--- config.mk ---
export PLATFORM = sky130hd
export DESIGN_NAME = chm_ctrl
export DESIGN_NICKNAME = d
export VERILOG_FILES = /design/src/chm_pkg.sv /design/src/chm_ctrl.sv
export SDC_FILE = /design/constraint.sdc
export NUM_CORES = 1
export LEC_CHECK = 0
export BUFFER_PORTS_ARGS = -buffer_cell sky130_fd_sc_hd__buf_2
export CORE_AREA = 2 2 39 41
export CTS_CLUSTER_DIAMETER = 30
export DETAILED_ROUTE_END_ITERATION = 16
export DIE_AREA = 0 0 41 43
export GPL_TIMING_DRIVEN = 0
export PLACE_DENSITY = 0.61
export SYNTH_ARGS = -nofsm -noshare
export SYNTH_HDL_FRONTEND = slang
export SYNTH_SLANG_ARGS = --single-unit
--- constraint.sdc ---
create_clock -name clk -period 2.75 [get_ports clk]
set_input_delay 0.55 -clock clk [delete_from_list [all_inputs] [get_ports clk]]
set_output_delay 0.55 -clock clk [all_outputs]
set_load 0.05 [all_outputs]
--- src/chm_pkg.sv ---
// chained hash map package: field widths, request mode codes and the
// command / status structs between the controller and the datapath
// no dependencies
package chm_pkg;

  localparam int MODE_W = 2;
  localparam int KEY_W  = 64;
  localparam int VAL_W  = 64;
  localparam int EXP_W  = 4;

  localparam logic [EXP_W-1:0] BUCKET_EXP_RESET = 4'd10;

  // request modes; the fourth code does nothing and answers with zeros
  localparam logic [MODE_W-1:0] MODE_LOOKUP = 2'd0;
  localparam logic [MODE_W-1:0] MODE_INSERT = 2'd1;
  localparam logic [MODE_W-1:0] MODE_DELETE = 2'd2;

  typedef enum logic [3:0] {
    S_CLEAR,
    S_IDLE,
    S_HEAD_WAIT,
    S_ENTRY_RD,
    S_ENTRY_WAIT,
    S_UNLINK,
    S_FREE,
    S_INS_WAIT,
    S_DONE
  } state_t;

  typedef struct packed {
    logic in_ready;
    logic accept;
    logic clear_step;
    logic load_head;
    logic entry_rd;
    logic step;
    logic hit;
    logic unlink;
    logic free;
    logic insert;
    logic emit;
  } cmd_t;

  typedef struct packed {
    logic              cur_null;
    logic              key_match;
    logic              clear_last;
    logic              out_free;
    logic [MODE_W-1:0] op_mode;
  } sts_t;

endpackage

--- src/chm_ctrl.sv ---
// chained hash map controller: state machine sequencing clear sweeps,
// chain walks, unlinking and inserts
// depends on chm_pkg
module chm_ctrl (
  input  logic                       clk,
  input  logic                       rst,
  input  logic                       req_valid,
  input  logic [chm_pkg::MODE_W-1:0] req_mode,
  input  logic                       cfg_fire,
  input  chm_pkg::sts_t              sts,
  output chm_pkg::cmd_t              cmd
);
  import chm_pkg::*;

  state_t state;
  state_t state_next;

  always_ff @(posedge clk) begin
    if (rst) begin
      state <= S_CLEAR;
    end else if (cfg_fire) begin
      state <= S_CLEAR;
    end else begin
      state <= state_next;
    end
  end

  always_comb begin
    state_next = state;
    unique case (state)
      S_CLEAR: begin
        if (sts.clear_last) state_next = S_IDLE;
      end
      S_IDLE: begin
        if (req_valid) begin
          if (req_mode == MODE_LOOKUP || req_mode == MODE_DELETE) begin
            state_next = S_HEAD_WAIT;
          end else if (req_mode == MODE_INSERT) begin
            state_next = S_INS_WAIT;
          end else begin
            state_next = S_DONE;
          end
        end
      end
      S_HEAD_WAIT:  state_next = S_ENTRY_RD;
      S_ENTRY_RD: begin
        state_next = sts.cur_null ? S_DONE : S_ENTRY_WAIT;
      end
      S_ENTRY_WAIT: begin
        if (!sts.key_match) begin
          state_next = S_ENTRY_RD;
        end else if (sts.op_mode == MODE_DELETE) begin
          state_next = S_UNLINK;
        end else begin
          state_next = S_DONE;
        end
      end
      S_UNLINK:     state_next = S_FREE;
      S_FREE:       state_next = S_DONE;
      S_INS_WAIT:   state_next = S_DONE;
      S_DONE: begin
        if (sts.out_free) state_next = S_IDLE;
      end
      default:      state_next = S_CLEAR;
    endcase
  end

  always_comb begin
    cmd = '0;
    unique case (state)
      S_CLEAR:      cmd.clear_step = 1'b1;
      S_IDLE: begin
        cmd.in_ready = 1'b1;
        cmd.accept   = req_valid;
      end
      S_HEAD_WAIT:  cmd.load_head = 1'b1;
      S_ENTRY_RD:   cmd.entry_rd  = !sts.cur_null;
      S_ENTRY_WAIT: begin
        cmd.hit  = sts.key_match;
        cmd.step = !sts.key_match;
      end
      S_UNLINK:     cmd.unlink = 1'b1;
      S_FREE:       cmd.free   = 1'b1;
      S_INS_WAIT:   cmd.insert = 1'b1;
      S_DONE:       cmd.emit   = sts.out_free;
      default:      cmd = '0;
    endcase
  end

  a_emit_from_done: assert property (@(posedge clk) disable iff (rst)
    cmd.emit |=> state == S_IDLE || state == S_CLEAR)
    else $error("emit did not return to idle");
  a_accept_idle: assert property (@(posedge clk) disable iff (rst)
    cmd.accept |-> cmd.in_ready && req_valid)
    else $error("accept outside idle");
  a_hit_needs_match: assert property (@(posedge clk) disable iff (rst)
    (cmd.hit || cmd.step) |-> $past(cmd.entry_rd))
    else $error("compare without an entry read");

endmodule

Word level (Yosys, flattened, before mapping)
Cells that the tools add are included.
Storage, ports and cells
  register bits: 4
  latch bits: 0
  RAM bits: 0
  memory bits (read-only): 0
  bits of input ports: 12
  output and inout bits: 11
  memories kept: 0
Operators by class
  add/sub/neg operators: 0
  multipliers: 0
  divide/modulo/power cells: 0
  order comparisons: 0
  eq/ne operators: 14
  shift-type cells: 0
  mux-type cells: 18
  bitwise logic cells: 0
  reduce and logical (&&, ||, !) cells: 8
Operators with widths (number)
  $mux W4: 8
  $pmux W4 S8: 1
  $eq A4 B3 Y1 const B: 4
  $eq A4 B2 Y1 const B: 2
  $mux W1: 7
  $ne A2 B2 Y1 const B: 3
  $eq A2 B2 Y1 const B: 2
  $eq A4 B1 Y1 const B: 1
  $eq A4 B4 Y1 const B: 1
  $logic_not A4 Y1: 1
  $mux W2: 2
  $reduce_or A2 Y1: 2
  $reduce_and A3 Y1: 1
  $eq A2 B1 Y1 const B: 1
  $logic_not A1 Y1: 2
  $logic_not A2 Y1: 1
  $logic_or A1 B1 Y1: 1

Longest topological paths before layout
  depth in word-level cells: 5
  mapped depth: 5
  depth with buffers taken out: 4

Least setup slack after synthesis
Ideal clock, no wire load.
  kind: register to output
  from: reg state[2]
  to: out cmd[5] (netlist name)
  data arrival time: 2.336 ns
  data required time: 2.200 ns
  path slack: -0.136 ns
  cell stages (with the launch flop): 4
  path buffers: 2
  cells stage by stage: dfxtp_1 clkbuf_1 clkbuf_1 nor4bb_1
RTL lines
  from (decl): RTL line chm_ctrl.sv:15  | state_t state;
  from (signal assigned): RTL line chm_ctrl.sv:24  | state <= state_next;
  to (decl): RTL line chm_ctrl.sv:11  | output chm_pkg::cmd_t cmd

==> results.md <==
- The run finished with clean final reports.
- Ranked by flip-flop count, first place goes to state.
- The post-cts resize count is 0.
- The final count of hold timing violations was 0.
- The count of buffers from port buffering is 22.
- The mean number of vias per cell is 5.38.
- The number of global-route vias before repair is 445.
- The worst setup path is launched from a register.
- For this configuration, the core starts out at a cell density of 0.331.
- The total wirelength of the detailed-routed design is 1290 um.
- For this run the aggregate overflow at the end of global routing stands at 0.
- The slowest cell on the critical path is sky130_fd_sc_hd__clkbuf_1.
- After synthesis, the cell types taking the most area are sky130_fd_sc_hd__dfxtp_1 17%, sky130_fd_sc_hd__o211ai_2 5.5%, sky130_fd_sc_hd__nor2_1 4.9%.
- The first-pass GRT wire length is 1960 um.
- The worst setup path is captured at an output pin.
- The critical path goes through clkbuf_1 > clkbuf_1 > nor4bb_2 > buf_2.
- The area added between synthesis and finish is 34.7%.
- In the final layout, the share of cells above drive strength 1 is 0.395.
- After layout, the design draws a total of 0.225 mW.
- The root buffer cell is sky130_fd_sc_hd__clkbuf_4.
- In the final design database the tool counted 100 nets.
- In the final layout, flip-flops and latches occupy 80.1 um2.
- The smallest clock period supported by the final layout is computed as 2.35 ns.
- Before CTS, the worst setup slack after placement is 0.668 ns.
- The iteration count of the initial detailed-routing pass is 4.
- The top cell types in the final layout, fill and taps aside, are 23 x sky130_fd_sc_hd__buf_2, 6 x sky130_fd_sc_hd__nor2_1.
- The total track usage is 0.159.
- Measured against its own limit, the worst slew margin works out to 0.721.
- The cell that appears most often on the critical path is sky130_fd_sc_hd__clkbuf_1.
- The weighted congestion reported at the end of routability-driven placement is 0.808.
- Together, buffers and inverters on the worst path number 3.
- When the netlist entered floorplanning its net count stood at 73.
- The worst clock skew on the final layout is 0.00148 ns.
- For the pin with the worst max-slew slack, the measured transition is 0.418 ns.
- Dividing the final minimum period by the clock period gives 0.854.
- The mean routed wirelength per cell is 12.6 um.
- Across the VDD grid, the largest voltage drop is 0.000137 V.
- The HPWL after detailed placement is 979 um.
- STA puts the critical path data required time at 2.20 ns.
- The total power per unit cell area is 365 nW/um2.
- For this design the static power due to leakage is 0.283 nW.
- The least setup slack across all paths after layout is 0.402 ns.
- The final cell count without fillers is 102.
- Hold repair after CTS inserted 0 buffers.
- The maximum single-stage delay on the critical path is 0.37 ns.
- The largest registers in the layout are state: 4 flops.
- In this run the cell area of the synthesized design comes to 458 um2.
- The number of placement rows is 14.
- The number of antenna violations at the first check in global routing came to 0.
- The worst setup path is of the register to output pin kind.
- The area fraction of the dominant cell type after synthesis is 0.175.
- For the final routed database, the setup TNS stands at 0 ns.
- The number of buffers added for setup after CTS is 0.
- The final-report max-slew violation count came to 0.
- The area of placed instances is 594 um2.
- TritonCTS built the clock tree.
- The I/O pin count is 23.
- The biggest area contributor in the post-synthesis netlist is sky130_fd_sc_hd__dfxtp_1.
- The die is 41 um wide.
- Clock-pin slew was measured on the worst setup and hold paths at 0.04 ns.
- The average size of a mapped cell is 7.51 um2.
- For this block, the initial DRC count from the detailed router was 7.
- Entering global routing, the biggest net connects 11 pins.
- Broken down by cell family, the worst path's largest delay share belongs to buffers and inverters.
- The multi-input combinational cells in the finished layout cover a total of 349 um2.
- The path class of the tightest hold or removal check is register to register.
- The library cell used most frequently in the layout, excluding fill and tap cells, is sky130_fd_sc_hd__buf_2.
- The post-route DRC violation count is 0.
- The number of synthesis warnings is 0.
- The maximum buffer depth of the clock tree is 2.
- The number of max-cap violations is 0.
- The antenna diode instance count is 0.
- The number of flip-flops under the largest register name is 4.
- The detail route stage leaves a number of antenna-violating nets equal to 0.
- Summing over every cut layer, the via total after detailed routing is 549.
- The filler cell count in the final layout is 145.
- The share of the core filled with cells in the final layout is 0.446.
- Setup violations remaining at the end of the flow were counted as 0.
- Counting flops and latches in the post-synthesis netlist gives 4.
- The largest fanout on the critical path is 10.
- The core region is 1380 um2.
- CTS built an H-tree with a depth of 1.
- The fmax is 426 MHz.
- The unique cell type count in the Yosys netlist is 37.
- Buffers inserted during clock tree synthesis total 3.
- The endpoint arrival time on the critical path is 1.80 ns.
- For this design, the sink count on the clock tree is 4.
- The sequential element share of the synthesized area is 0.175.
- The smallest hold slack is 0.551 ns.
- In this run the vertical extent of the chip is 43 um.
- The final standard cell area without fillers is 617 um2.
- The die outline area is 1760 um2.
- Setup repair after global routing left no endpoint under its margin.
- Synthesis handed over a netlist of 61 instances.
- Clock latency on the worst-skew pair, taken at its later pin, is 0.23 ns.
- The instance count after placement with tap cells included is 99.
-- cells by family (layout without fill, tap and decap cells) --
| logic type | Yosys count | in the layout | share of synthesized area |
|---|---|---|---|
| flops | 4 | 4 | 0.175 |
| compound gates | 17 | 17 | 0.281 |
| buf+inv | 7 | 32 | 0.0765 |
| simple gates | 33 | 33 | 0.467 |
-- synthesized netlist by cell type --
| library cell | number |
|---|---|
| sky130_fd_sc_hd__a211oi_1 | 2 |
| sky130_fd_sc_hd__a21boi_0 | 1 |
| sky130_fd_sc_hd__a21oi_1 | 1 |
| sky130_fd_sc_hd__a221oi_1 | 1 |
| sky130_fd_sc_hd__a22oi_1 | 1 |
| sky130_fd_sc_hd__a31oi_1 | 1 |
| sky130_fd_sc_hd__and2_1 | 1 |
| sky130_fd_sc_hd__and2b_2 | 1 |
| sky130_fd_sc_hd__and3_1 | 2 |
| sky130_fd_sc_hd__and3b_1 | 1 |
| sky130_fd_sc_hd__and4b_1 | 1 |
| sky130_fd_sc_hd__buf_2 | 1 |
| sky130_fd_sc_hd__buf_6 | 1 |
| sky130_fd_sc_hd__clkbuf_1 | 4 |
| sky130_fd_sc_hd__dfxtp_1 | 4 |
| sky130_fd_sc_hd__inv_1 | 1 |
| sky130_fd_sc_hd__nand2_1 | 4 |
| sky130_fd_sc_hd__nand2b_1 | 3 |
| sky130_fd_sc_hd__nand3_1 | 1 |
| sky130_fd_sc_hd__nand3b_1 | 1 |
| sky130_fd_sc_hd__nand4_1 | 1 |
| sky130_fd_sc_hd__nor2_1 | 6 |
| sky130_fd_sc_hd__nor2b_1 | 1 |
| sky130_fd_sc_hd__nor3_1 | 2 |
| sky130_fd_sc_hd__nor3b_1 | 1 |
| sky130_fd_sc_hd__nor4_1 | 1 |
| sky130_fd_sc_hd__nor4b_1 | 1 |
| sky130_fd_sc_hd__nor4b_2 | 1 |
| sky130_fd_sc_hd__nor4bb_1 | 1 |
| sky130_fd_sc_hd__o211ai_2 | 2 |
| sky130_fd_sc_hd__o21a_1 | 2 |
| sky130_fd_sc_hd__o21ai_0 | 4 |
| sky130_fd_sc_hd__o2bb2ai_1 | 1 |
| sky130_fd_sc_hd__o32a_1 | 1 |
| sky130_fd_sc_hd__or3_1 | 1 |
| sky130_fd_sc_hd__or3b_2 | 1 |
| sky130_fd_sc_hd__or4b_4 | 1 |
-- worst reg2reg max path, delay by kind of cell, from the launching register on --
| kind | cells | cell delay, ns |
|---|---|---|
| buf+inv | 2 | 0.75 |
| compound gates | 3 | 0.46 |
| flops | 1 | 0.34 |
-- path summary, 6_finish.rpt --
path	start	slack [ns]	cells after the start	end
setup / recovery	state[2]	0.40	4	cmd[5]
hold reg to reg	state[3]	0.55	2	state[1]
hold / removal	state[3]	0.55	2	state[1]
setup reg to reg	state[0]	1.14	5	state[3]
-- where the power goes --
group	leakage, nW	internal [mW]	switching, mW
Combinational	0.237	0.0315	0.0609
Clock	0.0138	0.0486	0.0210
Sequential	0.0325	0.0612	0.00182
Total	0.283	0.141	0.0837
-- metal layers --
metal | wire (um) | GRT usage | share of wire
met5 | 0 | 0 | 0
met4 | 0 | 0.0400 | 0
met3 | 69 | 0.0314 | 0.054
met2 | 609 | 0.231 | 0.47
met1 | 607 | 0.232 | 0.47
-- layout make-up --
class | instances | share of cell area
repair buffers | 22 | 0.178
flip-flops and latches | 4 | 0.130
well taps | 16 | 0.0325
inverters | 1 | 0.00609
clock buffers | 3 | 0.0365
multi-input cells | 50 | 0.566
plain buffers | 6 | 0.0507
Power figures use the tool's default switching activity.
